## src/rtl/ebt_pkg.sv

```systemverilog
// ebt_pkg: constants, types and the arctangent table of the edge balance torque block.
// No dependencies; every other file refers to it by scoped names.
`timescale 1ns / 1ps
package ebt_pkg;
	localparam int CORDIC_STAGES = 16;
	localparam int MAX_STAGES = 24;
	localparam int NSTG = (CORDIC_STAGES < MAX_STAGES) ? CORDIC_STAGES : MAX_STAGES;
	localparam int XW = 28;   // cordic x/y width (16b input * 256, growth)
	localparam int ZW = 20;   // angle accumulator, Q.16 radians
	localparam logic signed [ZW-1:0] PI_Q16 = 20'sd205887;
	localparam logic signed [ZW:0] TWO_PI_Q16 = 21'sd411775;
	localparam logic signed [ZW-1:0] QPI_Q16 = 20'sd51472;
	localparam logic signed [ZW-1:0] TQPI_Q16 = 20'sd154416;
	localparam logic signed [14:0] TILT_MAX = 15'sd12868;
	localparam logic signed [19:0] D2R_Q24 = 20'sd292818;
	localparam logic signed [25:0] RPM_Q28 = 26'sd28110497;

	typedef enum logic [1:0] {ST_EDGE = 2'd0, ST_NOGRAV = 2'd1, ST_NOEDGE = 2'd2} status_t;
	typedef enum logic [1:0] {
		REG_GX = 2'd0, REG_GY = 2'd1, REG_GZ = 2'd2, REG_MING = 2'd3
	} reg_idx_t;

	// payload carried down the chain beside the cordic vector
	typedef struct packed {
		status_t status;
		logic [1:0] axis;
		logic [1:0] wsel;
		logic signed [ZW-1:0] ideal;
		logic signed [15:0] rate;
		logic signed [15:0] rpm;
		logic [47:0] gains;
	} side_t;

	typedef struct packed {
		logic signed [XW-1:0] x;
		logic signed [XW-1:0] y;
		logic signed [ZW-1:0] z;
	} vec_t;

	function automatic logic signed [ZW-1:0] atan_q16(input int i);
		logic signed [ZW-1:0] r;
		unique case (i)
			0: r = 20'sd51472;
			1: r = 20'sd30386;
			2: r = 20'sd16055;
			3: r = 20'sd8150;
			4: r = 20'sd4091;
			5: r = 20'sd2047;
			6: r = 20'sd1024;
			7: r = 20'sd512;
			8: r = 20'sd256;
			9: r = 20'sd128;
			10: r = 20'sd64;
			11: r = 20'sd32;
			12: r = 20'sd16;
			13: r = 20'sd8;
			14: r = 20'sd4;
			15: r = 20'sd2;
			16: r = 20'sd1;
			default: r = '0;
		endcase
		return r;
	endfunction
endpackage

```

## src/rtl/ebt_cell.sv

```systemverilog
// ebt_cell: one vectoring CORDIC micro-rotation with its pipeline register.
// Depends on ebt_pkg.
`timescale 1ns / 1ps
module ebt_cell (
	input logic clk,
	input logic arst_n,
	input logic en,
	input logic [4:0] idx,
	input logic v_in,
	input ebt_pkg::vec_t vec_in,
	input ebt_pkg::side_t side_in,
	output logic v_q,
	output ebt_pkg::vec_t vec_q,
	output ebt_pkg::side_t side_q
);
	ebt_pkg::vec_t nxt;
	logic signed [ebt_pkg::XW-1:0] ys, xs;

	always_comb begin
		ys = vec_in.y >>> idx;
		xs = vec_in.x >>> idx;
		if (!vec_in.y[ebt_pkg::XW-1]) begin
			nxt.x = vec_in.x + ys;
			nxt.y = vec_in.y - xs;
			nxt.z = vec_in.z + ebt_pkg::atan_q16(int'(idx));
		end else begin
			nxt.x = vec_in.x - ys;
			nxt.y = vec_in.y + xs;
			nxt.z = vec_in.z - ebt_pkg::atan_q16(int'(idx));
		end
	end

	always_ff @(posedge clk or negedge arst_n) begin
		if (!arst_n) begin
			v_q <= 1'b0;
		end else if (en) begin
			v_q <= v_in;
		end
	end

	always_ff @(posedge clk) begin
		if (en) begin
			vec_q <= nxt;
			side_q <= side_in;
		end
	end
endmodule

```

## config.mk

```make
export PLATFORM = sky130hd
export DESIGN_NAME = ebt_cell
export DESIGN_NICKNAME = d
export VERILOG_FILES = /design/src/rtl/ebt_pkg.sv /design/src/rtl/ebt_cell.sv
export SDC_FILE = /design/constraint.sdc
export NUM_CORES = 1
export LEC_CHECK = 0
export BUFFER_PORTS_ARGS = -buffer_cell sky130_fd_sc_hd__buf_4
export CORE_MARGIN = 2
export CORE_UTILIZATION = 35
export CTS_CLUSTER_DIAMETER = 200
export DETAILED_ROUTE_END_ITERATION = 7
export PLACE_DENSITY_LB_ADDON = 0.3
export SLEW_MARGIN = 20
export SYNTH_ARGS = -nofsm -noshare
export SYNTH_HDL_FRONTEND = slang
export SYNTH_SLANG_ARGS = --single-unit
```

## constraint.sdc

```tcl
create_clock -name clk -period 1.5 [get_ports clk]
set_input_delay 0.3 -clock clk [delete_from_list [all_inputs] [get_ports clk]]
set_output_delay 0.3 -clock clk [all_outputs]
set_load 0.03 [all_outputs]
```

## Word level (Yosys, flattened, before mapping)

Memories as Yosys holds them, arrays and structs flattened.
Cells that the tools add are included.

- Flip-flop bits (word level): 183
- Bits in read-only memories: 1,024
- Input bits: 191
- Output and inout port bits: 183
- Word-level logic and storage cells: 24
- Memories: 2

- Add/subtract/negate cells: 6
- Shifts and indexed selects: 2
- Multiplexer cells: 3

Memories:

| name | depth | bits a word | rd ports | clocked after Yosys merged registers in | wr ports | RTL line | text |
|---|---|---|---|---|---|---|---|
| (no name shown) | 32 | 16 | 1 | 0 | 0 | ebt_pkg.sv:42 | `unique case (i)` |
| (no name shown) | 32 | 16 | 1 | 0 | 0 | ebt_pkg.sv:42 |  |

Operators with widths:

| kind | count |
|---|---|
| two-way mux 76 bit | 1 |
| adder 28 bit | 2 |
| >>> shifter 28 x 5 -> 28 bit | 2 |
| subtractor 28 bit | 2 |
| two-way mux 20 bit | 2 |
| adder 20 bit | 1 |
| subtractor 20 bit | 1 |

## Logic depth before layout (Yosys ltp)

An unclocked memory read counts as a cell.

- Word-level depth: 4
- Mapped depth: 25
- Mapped depth without buffers: 20

## Least setup slack after synthesis

OpenSTA, ideal clock, no wires.

- Path kind: in2reg
- Start: input idx[2]
- End: register vec_q[46] in the netlist's numbering, data pin
- Library setup time: 270 ps
- Data arrival time: 5,306 ps
- Required time: 1,230 ps
- Slack: -4,076 ps
- Stages on the path: 23
- Buffers on the path: 5
- Cell sequence: buf_2 > buf_2 > buf_1 > buf_2 > mux4_2 > mux2i_1 > nor3_1 > a211oi_1 > ha_1 > and3_1 > a41oi_1 > xnor2_1 > ha_1 > clkbuf_1 > and4_1 > a211oi_1 > o21ai_0 > a21oi_1 > o21ai_0 > a31oi_1 > o211ai_1 > nand4_1 > or3b_2

RTL lines:

| item | RTL line | text |
|---|---|---|
| start, declared | ebt_cell.sv:8 | `input logic [4:0] idx,` |
| end signal, assigned | ebt_cell.sv:43 | `vec_q <= nxt;` |
| end, declared | ebt_cell.sv:13 | `output ebt_pkg::vec_t vec_q,` |

==> results.md <==
* WHS at 0.128 ns
* Fin crit share at 305%
* CTS tree: built
* Synthesized area per cell at 10.7 sq um
* Worst Setup Path Type: in2reg
* Wirelength per Cell at 21.5 um
* Slew HR at 56.7%
* RSZ-0062 raised after global routing: yes
* Worst-path clk slew at 0.07 ns
* Placer Congestion at 0.961
* Synth Register Bits at 183
* Netlist cell types at 91
* Pwr dens at 955 mW/mm^2
* CP required at 1.74 ns
* Clk buf depth at 2
* Final count of hold timing violations at 0
* CP startpoint kind: input pin
* CTS sink cnt at 183
* Max-Cap Viols at 0
* Worst setup margin at -3.08 ns
* Fmax at 0.218 GHz
* Num ports at 374
* Largest net degree at the start of global routing at 41
* Vias in the first global route at 17100
* Nets at 2752
* Max Transition Viols Final at 0
* EDFF count, synth at 182
* Post-Route WL at 64800 um
* Std cell rows at 74
* H-tree levels at 4
* HPWL after DPL at 48700 um
* Slew @ Worst Pin at 0.648 ns
* Via-to-Cell Ratio at 5.43
* CP Capture Type: flop
* Cells after synthesis at 1372
* Peak supply drop at 0.832 mV
* Critical path arrival at 4.82 ns
* Post-synth top flop: edfxtp_1
* Starting Density at 35.7%
* Initial antenna violation count at 3
* Mapped Nets at 1653
* Drt pass-1 iters at 5
* DRT iter0 DRCs at 992
* Status: complete, but fails checks
* Core area at 0.0411 sq mm
* Congestion Overflow GR at 0
* Clock latency on the worst-skew pair at 0.50 ns
* Crit Path Max Fanout at 7
* First-pass GRT wire length at 97600 um
* Via count at 16400
* CTS root buf: clkbuf_16
* Routed Antenna Nets at 0
* Area growth from synthesis to layout at 81.9%
* Final Setup Violations at 76
* Post-Syn Area at 0.0147 sq mm
* Buffers added on ports at 373
* Die Wd at 209 um
* Die area at 0.0435 sq mm
* Skew final at 0 ns
* R2R depth at 1
* Total Routing Usage GR at 29.2%
* Pleak at 0.0116 uW
* Number of buffers created by CTS at 17
* Ys async rst share at 0.546%
* Final core occ at 64.9%
* Layout cell share with drive strength beyond 1 at 57.9%
* Min Tclk post-route at 4.58 ns
* Die Span Y at 209 um
* Filler cells at 3134
* Failing checks: negative setup slack
* Syn. warnings at 0
* Seq/Total Area, Yosys at 37.4%
* Drc violations at 0
* Worst hold path type: in2async
[power by group]
part           leakage [uW]  total, uW  internal [uW]  switching, uW
registers           0.00179       6920           6670            247
logic               0.00955      13800           6790           7020
clock network      0.000291       4740           2380           2360
[Yosys cell counts, types with 15 or more instances]
cell / number / area share, %
a211oi_1: 15 / 0.77
a21o_1: 28 / 1.4
a21oi_1: 93 / 3.2
a31oi_1: 28 / 1.2
and3_1: 15 / 0.64
buf_2: 15 / 0.51
clkbuf_1: 33 / 0.84
edfxtp_1: 182 / 37
ha_1: 87 / 7.4
inv_1: 40 / 1.0
mux2_2: 24 / 1.8
mux2i_1: 40 / 2.7
mux4_2: 62 / 9.5
nand2_1: 81 / 2.1
nand2b_1: 16 / 0.68
nand3_1: 26 / 0.89
nor2_1: 122 / 3.1
nor2b_1: 18 / 0.77
nor3_1: 34 / 1.2
o21a_1: 18 / 0.92
o21ai_0: 51 / 1.7
o22ai_1: 15 / 0.64
xnor2_1: 76 / 4.5
xor2_1: 35 / 2.1
[registers in the layout (all words and copies together), names as in the netlist]
| signal | flops |
|---|---|
| side_q | 106 |
| vec_q | 76 |
| v_q | 1 |
[final timing paths]
| kind | from | endpoint | slack [ns] |
|---|---|---|---|
| worst max-delay path | idx[0] | vec_q[75] | -3.08 |
| worst max register to register | v_q | v_q | 0.75 |
| worst min register to register | v_q | v_q | 0.53 |
| max in group asynchronous | arst_n | v_q | 1.29 |
| worst min-delay path | arst_n | v_q | 0.13 |
| min in group clk | vec_in[1] | vec_q[1] | 0.20 |
[worst max-delay path, stage by stage]
cell,delay [ns]
buf_16,0.12
mux4_2,0.56
a222oi_1,0.41
buf_4,0.19
o22ai_2,0.07
nor3_2,0.25
ha_2,0.29
and3_4,0.24
buf_4,0.12
a21oi_1,0.06
xnor2_1,0.26
ha_1,0.34
and3_4,0.19
o211a_4,0.17
o211ai_1,0.24
nand4_1,0.17
o2111ai_2,0.12
nand3_2,0.14
o41ai_4,0.31
xnor3_1,0.26
[area by class of cell]
type	instances	area (sq um)	area share, %
Antenna cell	2	5.00	0.0188
Clock buffer	17	425	1.60
Clock inverter	15	188	0.704
Inverter	41	168	0.629
Multi-Input combinational cell	1080	10300	38.5
Sequential cell	183	5490	20.6
Tap cell	532	666	2.50
Timing Repair Buffer	1148	9450	35.4
[metal layers]
metal | vias to the layer above | share of wire, % | GRT usage [%]
li1 | 7558 | - | -
met3 | 158 | 6.3 | 6.36
met4 | 2 | 4.4 | 13.6
met1 | 8030 | 39 | 33.0
met5 | - | 0.025 | 0
met2 | 654 | 51 | 52.6
[kinds of logic after synthesis]
family	after synthesis	share of synthesized area (%)
AO/OA/AOI/OAI	375	17.5
AND/OR/NAND/NOR	375	12.7
flip-flops	183	37.4
multiplexers	128	14.4
XOR/XNOR	112	6.78
buffers and inverters	109	3.31
adder cells (fa/ha/maj)	90	7.83
[metrics by stage]
stage | instances | cell area [sq um] | TNS [ns] | setup slack [ns] | total power, uW
after floorplan | 1372 | 15100 | -180.42 | -3.38 | 13100
after global placement | 2776 | 22600 | -217.88 | -3.74 | 18300
after detailed placement | 2776 | 22600 | -221.86 | -3.84 | 18400
after CTS | 2985 | 25900 | -162.18 | -2.95 | 24700
after global routing | 3018 | 26700 | -177.06 | -3.28 | 26600
final | 3018 | 26700 | -167.02 | -3.08 | 25500
[layout by cell type, fill, tap and decap left out, types with 32 or more instances in the layout]
master           n
buf_4          960
edfxtp_1       182
dlygate4sd3_1  108
nor2_1          90
nand2_1         74
ha_1            74
xnor2_1         68
mux4_2          63
buf_6           51
a21oi_2         46
a21oi_1         42
mux2i_1         33
xor2_1          32
[timing repair]
| item | in CTS | in global routing |
|---|---|---|
| endpoints found under the hold margin | 108 | 0 |
| setup endpoints to repair | 76 | 76 |
| pin swaps | 140 | 100 |
| hold buffers | 108 | 0 |
| setup buffers | 82 | 36 |
| gates resized for setup | 231 | 129 |
| gates cloned | 3 | 0 |
Power figures use the tool's default switching activity.
